File: config.mk
export PLATFORM = sky130hd
export DESIGN_NAME = fixed_block_pool_allocator
export DESIGN_NICKNAME = d
export VERILOG_FILES = /design/src/rtl/fbpa_pkg.sv /design/src/rtl/fbpa_link_mem.sv /design/src/rtl/fbpa_div.sv /design/src/rtl/fixed_block_pool_allocator.sv
export VERILOG_INCLUDE_DIRS = /design/src /design/src/rtl
export SDC_FILE = /design/constraint.sdc
export NUM_CORES = 2
export LEC_CHECK = 0
export BUFFER_PORTS_ARGS = -buffer_cell sky130_fd_sc_hd__buf_2
export CAP_MARGIN = 0
export CORE_UTILIZATION = 45
export CTS_CLUSTER_DIAMETER = 50
export DETAILED_ROUTE_END_ITERATION = 10
export GPL_TIMING_DRIVEN = 0
export MAX_ROUTING_LAYER = met4
export PLACE_DENSITY_LB_ADDON = 0.1
export SETUP_SLACK_MARGIN = 0.05
export SYNTH_ARGS = -nofsm -noshare
export SYNTH_HDL_FRONTEND = slang
export SYNTH_HIERARCHICAL = 1
export SYNTH_SLANG_ARGS = --single-unit
File: constraint.sdc
create_clock -name clock -period 9.79 [get_ports clock]
set_input_delay 0.979 -clock clock [delete_from_list [all_inputs] [get_ports clock]]
set_output_delay 0.979 -clock clock [all_outputs]
set_load 0.02 [all_outputs]
File: src/rtl/fixed_block_pool_allocator_macros.svh
// ----------------------------------------------------------------------------
// Assertion macros for the block pool allocator
// Clocked implication checks, same-cycle and next-cycle forms.
// ----------------------------------------------------------------------------
`ifndef FIXED_BLOCK_POOL_ALLOCATOR_MACROS_SVH
`define FIXED_BLOCK_POOL_ALLOCATOR_MACROS_SVH

// pre holds -> post holds in the same cycle
`define FBPA_ASSERT_IMP(label, clk, rst, pre, post, msg) \
   label: assert property (@(posedge clk) disable iff (rst) (pre) |-> (post)) \
      else $error(msg);

// pre holds -> post holds in the next cycle
`define FBPA_ASSERT_NXT(label, clk, rst, pre, post, msg) \
   label: assert property (@(posedge clk) disable iff (rst) (pre) |=> (post)) \
      else $error(msg);

`endif

File: src/rtl/fbpa_pkg.sv
// ----------------------------------------------------------------------------
// fbpa_pkg
// Types, codes and fixed widths shared by the block pool allocator.
// ----------------------------------------------------------------------------
package fbpa_pkg;

   localparam int ADDR_W    = 32;
   localparam int BSIZE_W   = 16;
   localparam int COUNT_W   = 9;
   localparam int SPAN_W    = BSIZE_W + COUNT_W;
   localparam int QUO_W     = COUNT_W;
   localparam int STEP_W    = $clog2(QUO_W + 1);
   localparam int CSR_IDX_W = 2;

   typedef enum logic [1:0] {
      MODE_ALLOC  = 2'd0,
      MODE_FREE   = 2'd1,
      MODE_CREATE = 2'd2,
      MODE_NONE   = 2'd3
   } fbpa_mode_type;

   typedef enum logic [2:0] {
      STATUS_OK         = 3'd0,
      STATUS_NULL_BASE  = 3'd1,
      STATUS_BAD_SIZE   = 3'd2,
      STATUS_BAD_BLOCK  = 3'd3,
      STATUS_BAD_COUNT  = 3'd4,
      STATUS_NO_POOL    = 3'd5,
      STATUS_RANGE      = 3'd6,
      STATUS_EMPTY      = 3'd7
   } fbpa_status_type;

   typedef enum logic [CSR_IDX_W-1:0] {
      CSR_POOL_BASE   = 2'd0,
      CSR_POOL_BYTES  = 2'd1,
      CSR_BLOCK_BYTES = 2'd2,
      CSR_BLOCK_COUNT = 2'd3
   } fbpa_csr_type;

   typedef enum logic [2:0] {
      S_IDLE,
      S_CREATE,
      S_ALLOC,
      S_ALLOC_ADD,
      S_FREE_CHK,
      S_FREE_DIV,
      S_FINISH
   } fbpa_state_type;

   typedef struct packed {
      fbpa_mode_type       mode;
      logic [ADDR_W-1:0]   address;
   } fbpa_req_type;

   typedef struct packed {
      fbpa_status_type     status;
      logic [ADDR_W-1:0]   block_address;
   } fbpa_rsp_type;

   typedef struct packed {
      logic                start;
      logic [SPAN_W-1:0]   dividend;
      logic [BSIZE_W-1:0]  divisor;
   } fbpa_div_req_type;

   typedef struct packed {
      logic                done;
      logic [QUO_W-1:0]    quotient;
   } fbpa_div_rsp_type;

endpackage

File: src/rtl/fbpa_link_mem.sv
// ----------------------------------------------------------------------------
// fbpa_link_mem
// Free-list link store: one write port, one read port, registered read data.
// ----------------------------------------------------------------------------
module fbpa_link_mem
   import fbpa_pkg::*;
#(
   parameter int DEPTH     = 256,
   parameter int ADDR_BITS = 8,
   parameter int WIDTH     = 9
) (
   input  logic                 clock,
   input  logic                 wr_en,
   input  logic [ADDR_BITS-1:0] wr_addr,
   input  logic [WIDTH-1:0]     wr_data,
   input  logic                 rd_en,
   input  logic [ADDR_BITS-1:0] rd_addr,
   output logic [WIDTH-1:0]     rd_data
);

   logic [WIDTH-1:0] store_ff [DEPTH];
   logic [WIDTH-1:0] rd_data_ff;

   always_ff @(posedge clock) begin
      if (wr_en) begin
         store_ff[wr_addr] <= wr_data;
      end
   end

   always_ff @(posedge clock) begin
      if (rd_en) begin
         rd_data_ff <= store_ff[rd_addr];
      end
   end

   assign rd_data = rd_data_ff;

endmodule

File: src/rtl/fbpa_div.sv
// ----------------------------------------------------------------------------
// fbpa_div
// Restoring divider, one quotient bit per cycle. The dividend must be below
// divisor * 2^QUO_W, which holds for any offset inside the pool.
// ----------------------------------------------------------------------------
module fbpa_div
   import fbpa_pkg::*;
(
   input  logic             clock,
   input  logic             reset,
   input  fbpa_div_req_type div_req,
   output fbpa_div_rsp_type div_rsp
);

   logic [SPAN_W-1:0] rem_ff, rem_in;
   logic [SPAN_W-1:0] dsr_ff, dsr_in;
   logic [QUO_W-1:0]  quo_ff, quo_in;
   logic [STEP_W-1:0] step_ff, step_in;
   logic              done_ff, done_in;

   always_comb begin
      rem_in  = rem_ff;
      dsr_in  = dsr_ff;
      quo_in  = quo_ff;
      step_in = step_ff;
      done_in = 1'b0;
      if (div_req.start) begin
         rem_in  = div_req.dividend;
         dsr_in  = SPAN_W'(div_req.divisor) << (QUO_W - 1);
         quo_in  = '0;
         step_in = STEP_W'(QUO_W);
      end else if (step_ff != '0) begin
         if (rem_ff >= dsr_ff) begin
            rem_in = rem_ff - dsr_ff;
            quo_in = {quo_ff[QUO_W-2:0], 1'b1};
         end else begin
            quo_in = {quo_ff[QUO_W-2:0], 1'b0};
         end
         dsr_in  = dsr_ff >> 1;
         step_in = step_ff - STEP_W'(1);
         done_in = (step_ff == STEP_W'(1));
      end
   end

   always_ff @(posedge clock) begin
      if (reset) begin
         step_ff <= '0;
         done_ff <= 1'b0;
      end else begin
         step_ff <= step_in;
         done_ff <= done_in;
      end
   end

   always_ff @(posedge clock) begin
      rem_ff <= rem_in;
      dsr_ff <= dsr_in;
      quo_ff <= quo_in;
   end

   assign div_rsp.done     = done_ff;
   assign div_rsp.quotient = quo_ff;

endmodule

File: src/rtl/fixed_block_pool_allocator.sv
// Fixed-size block pool allocator with a last-in-first-out free list held in
// a single-port-read, single-port-write link memory. One request is worked at
// a time; the result sits in an output register, so the next request is taken
// while that result waits. An ignored mode, a no-pool answer, a free of
// address zero or an empty pool go straight to the finish state; a create
// checks the settings; an allocate does a link read, index times block size
// and a base add; a free checks the range and, inside the pool, waits for the
// restoring divider, which yields one of nine quotient bits a cycle.
// The link memory needs no clearing after reset or create: only entries
// written by a free are ever read, and unused blocks come from a watermark.
// ----------------------------------------------------------------------------
// fixed_block_pool_allocator
// Top level: configuration registers, request sequencer and output register.
// ----------------------------------------------------------------------------
`include "fixed_block_pool_allocator_macros.svh"

module fixed_block_pool_allocator
   import fbpa_pkg::*;
#(
   parameter int MAX_BLOCKS = 256,
   parameter int WORD_BYTES = 4
) (
   input  logic                 clock,
   input  logic                 reset,
   input  logic                 req_valid,
   output logic                 req_stall,
   input  fbpa_req_type         req_payload,
   output logic                 rsp_valid,
   input  logic                 rsp_stall,
   output fbpa_rsp_type         rsp_payload,
   input  logic                 csr_write_en,
   input  logic [CSR_IDX_W-1:0] csr_index,
   input  logic [ADDR_W-1:0]    csr_wdata
);

   localparam int IDX_W  = (MAX_BLOCKS > 1) ? $clog2(MAX_BLOCKS) : 1;
   localparam int LINK_W = IDX_W + 1;
   localparam logic [BSIZE_W-1:0] MIN_BLOCK = BSIZE_W'(WORD_BYTES);
   localparam logic [ADDR_W-1:0]  MAX_COUNT = ADDR_W'(MAX_BLOCKS);

   // configuration registers
   logic [ADDR_W-1:0]  base_ff, base_in;
   logic [ADDR_W-1:0]  bytes_ff, bytes_in;
   logic [BSIZE_W-1:0] bsize_ff, bsize_in;
   logic [COUNT_W-1:0] count_ff, count_in;

   // live pool
   logic [ADDR_W-1:0]  cur_base_ff, cur_base_in;
   logic [BSIZE_W-1:0] cur_block_ff, cur_block_in;
   logic [COUNT_W-1:0] cur_count_ff, cur_count_in;
   logic [SPAN_W-1:0]  cur_span_ff, cur_span_in;
   logic               pool_ready_ff, pool_ready_in;
   logic               head_empty_ff, head_empty_in;
   logic [IDX_W-1:0]   head_idx_ff, head_idx_in;
   logic [COUNT_W-1:0] watermark_ff, watermark_in;

   // working registers
   fbpa_state_type     state_ff, state_in;
   logic [IDX_W-1:0]   idx_ff, idx_in;
   logic               from_list_ff, from_list_in;
   logic [ADDR_W-1:0]  prod_ff, prod_in;
   logic [ADDR_W-1:0]  offset_ff, offset_in;
   fbpa_status_type    res_status_ff, res_status_in;
   logic [ADDR_W-1:0]  res_addr_ff, res_addr_in;
   logic               rsp_valid_ff, rsp_valid_in;
   fbpa_rsp_type       rsp_payload_ff, rsp_payload_in;

   // link memory and divider
   logic               mem_wr_en;
   logic [IDX_W-1:0]   mem_wr_addr;
   logic [LINK_W-1:0]  mem_wr_data;
   logic               mem_rd_en;
   logic [IDX_W-1:0]   mem_rd_addr;
   logic [LINK_W-1:0]  mem_rd_data;
   fbpa_div_req_type   div_req;
   fbpa_div_rsp_type   div_rsp;
   logic [IDX_W-1:0]   div_idx;
   logic               req_beat;

   fbpa_link_mem #(
      .DEPTH     (MAX_BLOCKS),
      .ADDR_BITS (IDX_W),
      .WIDTH     (LINK_W)
   ) u_link_mem (
      .clock   (clock),
      .wr_en   (mem_wr_en),
      .wr_addr (mem_wr_addr),
      .wr_data (mem_wr_data),
      .rd_en   (mem_rd_en),
      .rd_addr (mem_rd_addr),
      .rd_data (mem_rd_data)
   );

   fbpa_div u_div (
      .clock   (clock),
      .reset   (reset),
      .div_req (div_req),
      .div_rsp (div_rsp)
   );

   assign req_stall = (state_ff != S_IDLE);
   assign req_beat  = req_valid && !req_stall;
   assign div_idx   = IDX_W'(div_rsp.quotient);

   always_comb begin
      base_in  = base_ff;
      bytes_in = bytes_ff;
      bsize_in = bsize_ff;
      count_in = count_ff;
      if (csr_write_en) begin
         case (fbpa_csr_type'(csr_index))
            CSR_POOL_BASE:   base_in  = csr_wdata;
            CSR_POOL_BYTES:  bytes_in = csr_wdata;
            CSR_BLOCK_BYTES: bsize_in = csr_wdata[BSIZE_W-1:0];
            CSR_BLOCK_COUNT: count_in = csr_wdata[COUNT_W-1:0];
            default: ;
         endcase
      end
   end

   always_comb begin
      state_in       = state_ff;
      cur_base_in    = cur_base_ff;
      cur_block_in   = cur_block_ff;
      cur_count_in   = cur_count_ff;
      cur_span_in    = cur_span_ff;
      pool_ready_in  = pool_ready_ff;
      head_empty_in  = head_empty_ff;
      head_idx_in    = head_idx_ff;
      watermark_in   = watermark_ff;
      idx_in         = idx_ff;
      from_list_in   = from_list_ff;
      prod_in        = prod_ff;
      offset_in      = offset_ff;
      res_status_in  = res_status_ff;
      res_addr_in    = res_addr_ff;
      rsp_valid_in   = rsp_valid_ff && rsp_stall;
      rsp_payload_in = rsp_payload_ff;
      mem_wr_en      = 1'b0;
      mem_wr_addr    = div_idx;
      mem_wr_data    = {head_empty_ff, head_idx_ff};
      mem_rd_en      = 1'b0;
      mem_rd_addr    = head_idx_ff;
      div_req.start    = 1'b0;
      div_req.dividend = offset_ff[SPAN_W-1:0];
      div_req.divisor  = cur_block_ff;

      case (state_ff)
         S_IDLE: begin
            if (req_beat) begin
               res_addr_in = '0;
               state_in    = S_FINISH;
               case (req_payload.mode)
                  MODE_CREATE: begin
                     prod_in  = ADDR_W'(bsize_ff) * ADDR_W'(count_ff);
                     state_in = S_CREATE;
                  end
                  MODE_NONE: begin
                     res_status_in = STATUS_OK;
                  end
                  MODE_ALLOC: begin
                     if (!pool_ready_ff) begin
                        res_status_in = STATUS_NO_POOL;
                     end else if (!head_empty_ff) begin
                        mem_rd_en    = 1'b1;
                        idx_in       = head_idx_ff;
                        from_list_in = 1'b1;
                        state_in     = S_ALLOC;
                     end else if (watermark_ff < cur_count_ff) begin
                        idx_in       = IDX_W'(watermark_ff);
                        watermark_in = watermark_ff + COUNT_W'(1);
                        from_list_in = 1'b0;
                        state_in     = S_ALLOC;
                     end else begin
                        res_status_in = STATUS_EMPTY;
                     end
                  end
                  MODE_FREE: begin
                     if (!pool_ready_ff) begin
                        res_status_in = STATUS_NO_POOL;
                     end else if (req_payload.address == '0) begin
                        res_status_in = STATUS_OK;
                     end else begin
                        offset_in = req_payload.address - cur_base_ff;
                        state_in  = S_FREE_CHK;
                     end
                  end
                  default: begin
                     res_status_in = STATUS_OK;
                  end
               endcase
            end
         end

         S_CREATE: begin
            state_in = S_FINISH;
            if (base_ff == '0) begin
               res_status_in = STATUS_NULL_BASE;
            end else if (bytes_ff == '0) begin
               res_status_in = STATUS_BAD_SIZE;
            end else if (bsize_ff < MIN_BLOCK) begin
               res_status_in = STATUS_BAD_BLOCK;
            end else if (count_ff == '0 || ADDR_W'(count_ff) > MAX_COUNT) begin
               res_status_in = STATUS_BAD_COUNT;
            end else if (prod_ff > bytes_ff) begin
               res_status_in = STATUS_BAD_SIZE;
            end else begin
               res_status_in = STATUS_OK;
               cur_base_in   = base_ff;
               cur_block_in  = bsize_ff;
               cur_count_in  = count_ff;
               cur_span_in   = prod_ff[SPAN_W-1:0];
               pool_ready_in = 1'b1;
               head_empty_in = 1'b1;
               watermark_in  = '0;
            end
         end

         S_ALLOC: begin
            // link read lands this cycle when popping the list
            if (from_list_ff) begin
               head_empty_in = mem_rd_data[IDX_W];
               head_idx_in   = mem_rd_data[IDX_W-1:0];
            end
            prod_in  = ADDR_W'(idx_ff) * ADDR_W'(cur_block_ff);
            state_in = S_ALLOC_ADD;
         end

         S_ALLOC_ADD: begin
            res_status_in = STATUS_OK;
            res_addr_in   = cur_base_ff + prod_ff;
            state_in      = S_FINISH;
         end

         S_FREE_CHK: begin
            if (offset_ff >= ADDR_W'(cur_span_ff)) begin
               res_status_in = STATUS_RANGE;
               state_in      = S_FINISH;
            end else begin
               div_req.start = 1'b1;
               state_in      = S_FREE_DIV;
            end
         end

         S_FREE_DIV: begin
            if (div_rsp.done) begin
               mem_wr_en     = 1'b1;
               head_empty_in = 1'b0;
               head_idx_in   = div_idx;
               res_status_in = STATUS_OK;
               state_in      = S_FINISH;
            end
         end

         S_FINISH: begin
            if (!rsp_valid_ff || !rsp_stall) begin
               rsp_valid_in                 = 1'b1;
               rsp_payload_in.status        = res_status_ff;
               rsp_payload_in.block_address = res_addr_ff;
               state_in                     = S_IDLE;
            end
         end

         default: begin
            state_in = S_IDLE;
         end
      endcase
   end

   always_ff @(posedge clock) begin
      if (reset) begin
         base_ff       <= '0;
         bytes_ff      <= '0;
         bsize_ff      <= '0;
         count_ff      <= '0;
         cur_base_ff   <= '0;
         cur_block_ff  <= '0;
         cur_count_ff  <= '0;
         cur_span_ff   <= '0;
         pool_ready_ff <= 1'b0;
         head_empty_ff <= 1'b1;
         head_idx_ff   <= '0;
         watermark_ff  <= '0;
         state_ff      <= S_IDLE;
         rsp_valid_ff  <= 1'b0;
      end else begin
         base_ff       <= base_in;
         bytes_ff      <= bytes_in;
         bsize_ff      <= bsize_in;
         count_ff      <= count_in;
         cur_base_ff   <= cur_base_in;
         cur_block_ff  <= cur_block_in;
         cur_count_ff  <= cur_count_in;
         cur_span_ff   <= cur_span_in;
         pool_ready_ff <= pool_ready_in;
         head_empty_ff <= head_empty_in;
         head_idx_ff   <= head_idx_in;
         watermark_ff  <= watermark_in;
         state_ff      <= state_in;
         rsp_valid_ff  <= rsp_valid_in;
      end
   end

   always_ff @(posedge clock) begin
      idx_ff         <= idx_in;
      from_list_ff   <= from_list_in;
      prod_ff        <= prod_in;
      offset_ff      <= offset_in;
      res_status_ff  <= res_status_in;
      res_addr_ff    <= res_addr_in;
      rsp_payload_ff <= rsp_payload_in;
   end

   assign rsp_valid   = rsp_valid_ff;
   assign rsp_payload = rsp_payload_ff;

   `FBPA_ASSERT_IMP(a_watermark_in_pool, clock, reset, pool_ready_ff, watermark_ff <= cur_count_ff, "watermark beyond block count")
   `FBPA_ASSERT_IMP(a_list_needs_pool, clock, reset, !head_empty_ff, pool_ready_ff, "free list holds blocks without a pool")
   `FBPA_ASSERT_IMP(a_div_done_when_waiting, clock, reset, div_rsp.done, state_ff == S_FREE_DIV, "divider finished outside a free")
   `FBPA_ASSERT_IMP(a_error_no_address, clock, reset, rsp_valid_ff && rsp_payload_ff.status != STATUS_OK, rsp_payload_ff.block_address == '0, "error beat carries an address")
   `FBPA_ASSERT_NXT(a_free_pushes, clock, reset, state_ff == S_FREE_DIV && div_rsp.done, !head_empty_ff && state_ff == S_FINISH, "free did not push its block")

endmodule

[Word-level counts from Yosys, hierarchy flattened]
Memory sizes are Yosys's and may differ from the RTL's. A register that Yosys moved wholly into a read port is not among the register bits.
Cells that the tools add are included.
Storage, ports and cells
  bits of input ports: 73
  RAM bits: 2304
  memories kept: 1
  register bits: 399
  logic and storage cells: 203
Operators by class
  order comparisons: 6
  multiply operators: 2
  reduce and logical (&&, ||, !) cells: 43
  eq/ne operators: 33
  muxes and demuxes: 77
  add/sub/neg operators: 5
  bitwise operators: 7
Memory list
  u_link_mem.store_ff: words 256, bits a word 9, rd ports 1, clocked after memory_dff 1, write ports 1, RTL line fbpa_link_mem.sv:21  | logic [WIDTH-1:0] store_ff [DEPTH];
Operator list (number)
  case mux 32 bit (2 select lines): 2
  zero test 32 bit: 3
  2-to-1 mux 32 bit: 3
  2-to-1 mux 9 bit: 10
  2-to-1 mux 25 bit: 3
  2-to-1 mux 3 bit: 18
  2-to-1 mux 24 bit: 2
  adder 32 bit: 1
  >= comparator 32 x 25 -> 1 bit: 1
  greater-than comparator 32 bit: 1
  2-to-1 mux 8 bit: 4
  subtractor 32 bit: 1
  >= comparator 25 x 24 -> 1 bit: 1
  multiplier 16 x 9 -> 25 bit: 1
  subtractor 25 x 24 -> 25 bit: 1
  multiplier 8 x 16 -> 24 bit: 1
  != test 2 bit, second input constant: 12
  2-to-1 mux 1 bit: 22
  case mux 3 bit (3 select lines): 2
  case mux 3 bit (6 select lines): 1
  case mux 9 bit (2 select lines): 1
  < comparator 16 x 3 -> 1 bit, second input constant: 1
  case mux 8 bit (2 select lines): 1
  AND reduction 8 bit: 2
  other kinds (35): 78

[Longest topological paths before layout]
  word-level depth: 7
  gate-level depth with buffers: 21
  mapped depth without buffers: 19

[Hierarchy]
Netlist, hierarchy kept.
By module, submodules not included
  fbpa_link_mem: times used 1, cells an instance 4237, area an instance 89368.2 sq um, sequential area each 69456.6 sq um
  fixed_block_pool_allocator: times used 1, cells an instance 2856, area an instance 25279.2 sq um, sequential area each 7967.6 sq um
  fbpa_div: times used 1, cells an instance 486, area an instance 4216.5 sq um, sequential area each 1671.6 sq um

[Worst setup path after synthesis]
No wires, ideal clock.
  kind: register to register
  start: reg head_idx_ff[1]
  end: reg u_link_mem.rd_data_ff[7], in the netlist u_link_mem/rd_data[7] (read register of u_link_mem.store_ff), data pin
  clock period less this slack: 5842 ps
  stages on the path, launching flop included: 10
  setup time: 265 ps
  arrival time: 5577 ps
  slack: 3948 ps
  buffers on the path: 3
  data required time: 9525 ps
  cell sequence: dfxtp_1 > buf_2 > buf_2 > clkbuf_1 > mux4_2 > a22oi_1 > a21oi_1 > or2_2 > o22ai_1 > nor3_1
RTL lines
  start: declaration: RTL line fixed_block_pool_allocator.sv:54  | logic [IDX_W-1:0] head_idx_ff, head_idx_in;
  start signal: assignment: RTL line fixed_block_pool_allocator.sv:297  | head_idx_ff <= head_idx_in;
  end: declaration: RTL line fbpa_link_mem.sv:22  | logic [WIDTH-1:0] rd_data_ff;

==> metrics <==
Hold/Removal Path Class input port to register; Worst EP required 10.30 ns; number of placed cells counting well taps 11,240; CTS tree built; PortBufs ~110; Final #Nets around 8,500; postcts setup bufs 0; setup violators final 0; post-route ant nets 0; CP dominant cell by count buf_2; initial antenna violation count 23; RSZ-0062 raised after global routing no; Site Rows 188; fin. max-slew vios 23; Worst Skew 0.05556 ns; Worst R2R Setup Slack between 2 and 3 ns; detailed-placement wirelength estimate 287,200 um; sum of negative setup slack 0 ns; total number of vias 73,060; YS warnings 6; end point of the worst hold path bytes_ff[29]$_SDFFE_PP0P_; Area after DPL ~120,000 um2; worst-margin pin slew 1.693 ns; Clock Latency Late Sink 0.89 ns; CTS Buf Count around 320; crit share post-route 74.11%; Hold Path Cell Cnt 3; initial DRC count 8,862; WS Path Type register to register; worst hold slack 0.3732 ns; relative slew slack -12.86%; GRT overflow 0; hold path startpoint csr_wdata[29]; die height about 520 um; status finished, violations left; core area 262,500 um2; die area 266,100 um2; reg2reg path depth 10; Critical Path AT 7.76 ns; CP peak stage delay 1.34 ns; Overall Global Routing Usage a little under a third; Slowest-stage cell, CP a221oi_1; cells after synthesis 7,575; Clock Sinks 2,705; layout cells sized above 1 16.39%; FILL cells 21,910; Initial Util 45.27%; Final Critical Period 7.255 ns; Synth Net Count 8,069; clk slew on worst S/H paths ~0.060 ns; H-tree depth 5; Tot Pwr 0.03215 W; final hold violations 0; RR Startpoint head_idx_ff[1]$_SDFFE_PP0P_; Gates resized, CTS repair 0; crit-path cells buf_16 -> buf_2 -> buf_4 -> buf_2 -> buf_2 -> mux4_2 -> a221oi_1 -> o32ai_1 -> nor3_1 -> nor4_2; Crit Path Max Fanout 82; failing checks max-capacitance violations, max-slew violations; Power Density 237.4 nW/um2; worst vdd ir roughly 0.17 mV; fmax 0.1378 GHz; clk root buf clkbuf_16; max-cap viol count 2; die width 515.9 um; area grow syn2layout 13.93%; DRT Wirelength about 410,000 um; Post-Syn Area 118,800 um2; I/O Pins 110; first-pass GRT wire length 558,400 um; clk buf depth 4; Design Area, Final between 100,000 and 150,000 um2; Finished Layout Cells 11,840; number of remaining DRC errors 0; drt pass-1 iters 8; Worst Setup Start Kind register; via-per-instance ratio 6.169; largest net degree at the start of global routing a little under 100; crit path capture type register; leakage power 44.98 nW; vias in the first global route 70,930; crit path buf inv count 5; cell family with most CP delay buffers and inverters; Critical R2R Capture u_link_mem/rd_data[0]$_DFFE_PP_; Mapped Avg Cell Area 15.69 um2; WL per Instance about 34 um; hold buffers post-CTS 0; worst setup path start head_idx_ff[1]$_SDFFE_PP0P_; routability cong. 1.008
worst max path at each step:
stage,to,slack [ns],cells after the start
after floorplan,u_link_mem/rd_data[7]$_DFFE_PP_,3.95,9
after global placement,u_link_mem/rd_data[0]$_DFFE_PP_,-4.29,8
after detailed placement,u_link_mem/rd_data[7]$_DFFE_PP_,2.84,10
after CTS,u_link_mem/rd_data[7]$_DFFE_PP_,2.82,10
after global routing,u_link_mem/rd_data[0]$_DFFE_PP_,2.99,10
final,u_link_mem/rd_data[0]$_DFFE_PP_,2.54,10
worst min-delay path, cell delays in order:
cell and delay (ns):
buf_2 0.11, nand2_1 0.05, a21oi_1 0.05
where the power goes:
group	total (W)	internal, W	switching, W
combinational	0.00649	0.00200	0.00449
clock	0.0119	0.00701	0.00486
sequential	0.0138	0.0134	0.000385
total	0.0321	0.0224	0.00973
per-stage QoR:
stage	setup slack [ns]	utilization, %
floorplan	3.948	-
detailed placement	2.839	47.55
global placement	-4.289	47.15
CTS	2.821	51.55
global route	2.993	51.57
finish	2.535	51.57
final cells by class:
class                      count  area [um2]  area share, %
tap                         3515        4398          3.248
timing repair buffer         148        1486          1.098
antenna                       17       42.54        0.03142
clock inverter               200        2001          1.478
buffer                       424        2245          1.658
clock buffer                 388        8494          6.274
multi-input combinational   4078       36230          26.76
sequential                  2705       79110          58.43
inverter                     368        1381          1.020
per-layer routing:
layer  up-vias  track usage (%)  routed length, um
li1      30230                -                  -
met1     38400            39.44             157300
met3       777            6.815              36610
met5         -                -                  0
met2      3650            48.08             189300
met4         0            15.32              22440
state kept, by name, summed over array words and instances (netlist names), 3 cells and up:
register,cells
base_ff,32
bsize_ff,16
bytes_ff,32
count_ff,9
cur_base_ff,32
cur_block_ff,16
cur_count_ff,9
cur_span_ff,25
head_idx_ff,8
idx_ff,8
offset_ff,32
prod_ff,25
res_addr_ff,32
res_status_ff,3
rsp_payload,35
state_ff,3
u_div/dsr_ff,24
u_div/quo_ff,8
u_div/rem_ff,25
u_div/step_ff,4
u_link_mem/rd_data,9
u_link_mem/store_ff,2304
watermark_ff,9
cell usage in the layout, fill, tap and decap left out, types with 206 or more instances in the layout:
cell,instances
clkbuf_16,329
nand2_1,492
o21ai_0,211
edfxtp_1,2490
ha_1,235
clkbuf_1,296
inv_1,367
mux4_2,467
a21oi_1,417
dfxtp_1,206
nor2_1,426
(Power assumes the default switching activity.)
